**config.mk**
```make
export PLATFORM = sky130hd
export DESIGN_NAME = pep_cell
export DESIGN_NICKNAME = d
export VERILOG_FILES = /design/src/pep_pkg.sv /design/src/pep_cell.sv
export SDC_FILE = /design/constraint.sdc
export NUM_CORES = 1
export LEC_CHECK = 0
export BUFFER_PORTS_ARGS = -buffer_cell sky130_fd_sc_hd__buf_2
export CAP_MARGIN = 0
export CORE_MARGIN = 3
export CORE_UTILIZATION = 53
export CTS_CLUSTER_SIZE = 30
export DETAILED_ROUTE_END_ITERATION = 16
export PLACE_DENSITY = 0.86
export SYNTH_ARGS = -nofsm -noshare
export SYNTH_HDL_FRONTEND = slang
export SYNTH_SLANG_ARGS = --single-unit
```
**constraint.sdc**
```tcl
create_clock -name i_clk -period 6.45 [get_ports i_clk]
set_clock_uncertainty 0.15 [all_clocks]
set_input_delay 0.645 -clock i_clk [delete_from_list [all_inputs] [get_ports i_clk]]
set_output_delay 0.645 -clock i_clk [all_outputs]
set_load 0.02 [all_outputs]
```
**src/pep_pkg.sv**
```systemverilog
package pep_pkg;

    // Sector geometry: byte offsets turn into sectors by a shift
    localparam int SECTOR_BYTES = 2048;
    localparam int SECTOR_SHIFT = $clog2(SECTOR_BYTES);

    localparam int PRIO_W   = 3;
    localparam int SLOT_W   = 4;
    localparam int FSS_W    = 24;
    localparam int BYTE_W   = 31;
    localparam int SECTOR_W = 25;
    localparam int LAST_W   = 26;

    typedef enum logic [1:0] {
        CMD_INSERT = 2'd0,
        CMD_REMOVE = 2'd1,
        CMD_PICK   = 2'd2
    } t_pep_cmd;

    typedef enum logic [1:0] {
        ST_IDLE,
        ST_SCAN,
        ST_WAIT
    } t_pep_state;

    // Input word
    typedef struct packed {
        logic [1:0]        cmd;
        logic [SLOT_W-1:0] slot;
        logic [PRIO_W-1:0] priority_req;
        logic [FSS_W-1:0]  file_start_sector;
        logic [BYTE_W-1:0] byte_offset;
        logic [BYTE_W-1:0] byte_size;
    } t_pep_in;

    // Result word
    typedef struct packed {
        logic [SLOT_W-1:0] picked_slot;
        logic              found;
    } t_pep_out;

    // Table update for one cell
    typedef struct packed {
        logic                ins;
        logic                rem;
        logic [PRIO_W-1:0]   prio;
        logic [SECTOR_W-1:0] start_sec;
        logic [SECTOR_W-1:0] end_sec;
    } t_pep_wr;

    // Search token handed from cell to cell during a pick
    typedef struct packed {
        logic                run;
        logic                any;
        logic [PRIO_W-1:0]   top;
        logic                have_fwd;
        logic [SECTOR_W-1:0] fwd_start;
        logic [SECTOR_W-1:0] fwd_end;
        logic [SECTOR_W-1:0] small_start;
        logic [SECTOR_W-1:0] small_end;
    } t_pep_tok;

endpackage

```
**src/pep_cell.sv**
```systemverilog
module pep_cell
    import pep_pkg::*;
#(
    parameter int IDX_W    = 4,
    parameter int CELL_IDX = 0
) (
    input  logic                     i_clk,
    input  logic                     i_rst_n,
    input  t_pep_wr                  i_wr,
    input  logic [PRIO_W-1:0]        i_min_prio,
    input  logic signed [LAST_W-1:0] i_last,
    input  t_pep_tok                 i_tok,
    input  logic [IDX_W-1:0]         i_fwd_idx,
    input  logic [IDX_W-1:0]         i_small_idx,
    output t_pep_tok                 o_tok,
    output logic [IDX_W-1:0]         o_fwd_idx,
    output logic [IDX_W-1:0]         o_small_idx
);

    localparam logic [IDX_W-1:0] MY_IDX = IDX_W'(CELL_IDX);

    logic                r_valid;
    logic [PRIO_W-1:0]   r_prio;
    logic [SECTOR_W-1:0] r_start;
    logic [SECTOR_W-1:0] r_end;

    t_pep_tok            r_tok;
    t_pep_tok            n_tok;
    logic [IDX_W-1:0]    r_fwd_idx;
    logic [IDX_W-1:0]    n_fwd_idx;
    logic [IDX_W-1:0]    r_small_idx;
    logic [IDX_W-1:0]    n_small_idx;

    logic                elig;
    logic                fwd;

    // Hold the entry; insert overwrites, remove drops it
    always_ff @(posedge i_clk) begin
        if (!i_rst_n) begin
            r_valid <= 1'b0;
        end else if (i_wr.ins) begin
            r_valid <= 1'b1;
        end else if (i_wr.rem) begin
            r_valid <= 1'b0;
        end
    end

    always_ff @(posedge i_clk) begin
        if (i_wr.ins) begin
            r_prio  <= i_wr.prio;
            r_start <= i_wr.start_sec;
            r_end   <= i_wr.end_sec;
        end
    end

    // Fold this entry into the passing token
    always_comb begin
        elig        = r_valid && (r_prio >= i_min_prio);
        fwd         = $signed({1'b0, r_start}) >= i_last;
        n_tok       = i_tok;
        n_fwd_idx   = i_fwd_idx;
        n_small_idx = i_small_idx;
        if (i_tok.run && elig) begin
            if (!i_tok.any || (r_prio > i_tok.top)) begin
                n_tok.any         = 1'b1;
                n_tok.top         = r_prio;
                n_tok.have_fwd    = fwd;
                n_tok.fwd_start   = r_start;
                n_tok.fwd_end     = r_end;
                n_fwd_idx         = MY_IDX;
                n_tok.small_start = r_start;
                n_tok.small_end   = r_end;
                n_small_idx       = MY_IDX;
            end else if (r_prio == i_tok.top) begin
                if (fwd && (!i_tok.have_fwd || (r_start < i_tok.fwd_start))) begin
                    n_tok.have_fwd  = 1'b1;
                    n_tok.fwd_start = r_start;
                    n_tok.fwd_end   = r_end;
                    n_fwd_idx       = MY_IDX;
                end
                if (r_start < i_tok.small_start) begin
                    n_tok.small_start = r_start;
                    n_tok.small_end   = r_end;
                    n_small_idx       = MY_IDX;
                end
            end
        end
    end

    // Advance the token to the next cell
    always_ff @(posedge i_clk) begin
        if (!i_rst_n) begin
            r_tok       <= '0;
            r_fwd_idx   <= '0;
            r_small_idx <= '0;
        end else begin
            r_tok       <= n_tok;
            r_fwd_idx   <= n_fwd_idx;
            r_small_idx <= n_small_idx;
        end
    end

    assign o_tok       = r_tok;
    assign o_fwd_idx   = r_fwd_idx;
    assign o_small_idx = r_small_idx;

endmodule

```
==> out/qor.csv <==
metric;value;unit
status;finished clean;
CP Launch Type;register;
port bufs;313;
clock buffer depth;2;
Core Region;0.0141;mm²
Total Die Area;0.0163;mm²
Synth Register Bits;168;
first-pass GRT wire length;33300;µm
GR Layer Usage met1;30.3;%
Required @ worst endpoint;6650;ps
Tightest Pin Transition;830;ps
Syn Std Cell Area;0.00784;mm²
via count;6436;
initial core utilization;55.4;%
DRC viols;0;
RSZ-0062 raised after global routing;no;
Yosys cell types;48;
routed len/inst;17.6;µm
Vert. Die Dim;128;µm
Syn Nets;1012;
CP arrival;3780;ps
Slowest-stage cell, CP;buf_4;
TritonCTS clock tree;built;
met3 usage;6.48;%
max cap viols;0;
Pwr Density;265;mW/mm²
drt pass-1 iters;5;
dpl cell area;0.00945;mm²
Synth async-reset ratio;0;%
final estimated routing congestion in global placement;0.895;
Worst Setup End Kind;register;
GR peak layer;met2;
Relative slew margins;44.7;%
Final Max Slew Viols;0;
initial antenna violation count;3;
Fin Hold WS;236;ps
Final TNS setup;0;ps
Root Buffer;clkbuf_16;
final wirelength;21800;µm
HPWL after DPL;16200;µm
min Tclk post-route;3590;ps
average vias per placed instance;5.19;
Ys Warns;0;
Tcrit/Tclk final;55.6;%
Fin. Hold Viols;0;
total global routing overflow;0;
Setup violations, final;0;
most frequent cells in the layout;312 x buf_2, 142 x nand2_1, 115 x dfxtp_1;
GR Util met2;46.6;%
Total Nets Final;1322;
most common cell after layout, fill and taps aside;buf_2;
Die X;128;µm
Crit path buffers/inverters;2;
share of cells above drive strength 1;34.2;%
Critical Path Max Stage Delay;720;ps
delay-heaviest family, CP;compound AO/OA/AOI/OAI gates;
crit path kind;register to register;
Fmax;279;MHz
H-Tree Depth;4;
leak pwr;5.57;nW
average size of a mapped cell;10.7;µm²
area delta synth->final;28.2;%
ys flop type;dfxtp_1;
cts hold-fix bufs;0;
antenna viol nets, final;0;
CP Max Fanout;44;
Ports;314;
num rows;43;
GRT Total Usage;26.4;%
pin count of the biggest net entering global routing;88;
TritonCTS Sinks;168;
1st-iter DRT viols;376;
post-route cell area;0.0101;mm²
post-synthesis cell count;733;
Post CTS Setup Buffer Count;0;
Worst-path clk slew;70;ps
Skew-Pair Late Insertion Delay;430;ps
CTS Buf Count;17;
crit-path cells;inv_1 -> ha_1 -> nand2b_1 -> a21oi_1 -> nor3_1 -> o41ai_2 -> nand4b_1 -> a21oi_4 -> buf_4 -> mux2i_1;
CTS resizes;0;
worst vdd ir;0.210;mV
worst hold path type;primary input to register;
EDFF count, synth;53;
post-synthesis sequential area ratio;49.7;%
vias in the first global route;6714;
-- per-stage QoR --
step	util, %	instances	power, mW	setup slack (ps)
global route	71.0	1239	2.79	2670
detailed placement	66.8	1204	1.68	2700
CTS	71.0	1236	2.68	2880
floorplan	-	733	1.50	3760
global placement	66.8	1204	1.66	2790
finish	71.0	1239	2.67	2860
-- kinds of logic after synthesis --
kind of cell | Yosys count | share of synthesized area, %
simple gates | 198 | 11.2
flops | 168 | 49.7
mux | 75 | 9.58
buf+inv | 109 | 6.67
fa+ha+maj | 79 | 12.6
compound gates | 104 | 10.3
-- power breakdown --
part	internal [mW]	switching, mW	total [mW]
clock	0.565	0.443	1.01
combinational	0.184	0.267	0.450
sequential	1.17	0.0366	1.21
total	1.92	0.746	2.67
-- worst paths after layout --
kind	startpoint	end	slack, ps	cells past startpoint
max	r_start[0]	o_tok[74]	2860	10
min	i_wr[17]	r_end[17]	240	1
max reg2reg	r_start[0]	o_tok[74]	2860	10
min reg2reg	r_end[14]	o_tok[64]	370	2
-- synthesized netlist by cell type (6+ instances only) --
cell       number  area (µm²)
o2bb2ai_1      24         210
a21oi_1        25         125
nand4_1        11        68.8
ha_1           79         988
o21ai_0        10        50.1
and2_1          9        56.3
a21o_1         14         105
edfxtp_1       53        1590
dfxtp_1       115        2300
nand3_1         6        30.0
mux2i_1        75         751
nand2_1       142         533
clkbuf_1       15        56.3
inv_1          82         308
nor2_1         11        41.3
-- per-layer routing --
layer | wire, µm | up-vias
met5 | 0 | -
met4 | 750 | 0
met3 | 1470 | 58
met2 | 11000 | 268
met1 | 8540 | 2951
li1 | - | 3159
-- area by class of cell --
| type | instances | area (µm²) |
|---|---|---|
| clock inverter | 13 | 135 |
| clock buffer | 19 | 454 |
| antenna | 3 | 7.51 |
| inverter | 82 | 308 |
| multi-input combinational | 456 | 3420 |
| tap | 180 | 225 |
| timing repair buffer | 318 | 1610 |
| sequential | 168 | 3890 |
| fill | 1047 | 4100 |
-- state kept, by name, summed over array words and instances (netlist names) --
signal	flops
o_tok	106
r_start	25
r_valid	1
r_prio	3
r_end	25
o_small_idx	4
o_fwd_idx	4
-- worst reg2reg max path: cells and delay by family, from the launching register on --
family / cells / cell delay [ps]
adder cells (fa/ha/maj): 1 / 220
buffers and inverters: 2 / 840
flip-flops: 1 / 430
multiplexers: 1 / 320
AND/OR/NAND/NOR: 3 / 520
AO/OA/AOI/OAI: 3 / 1030
Power figures use the tool's default switching activity.
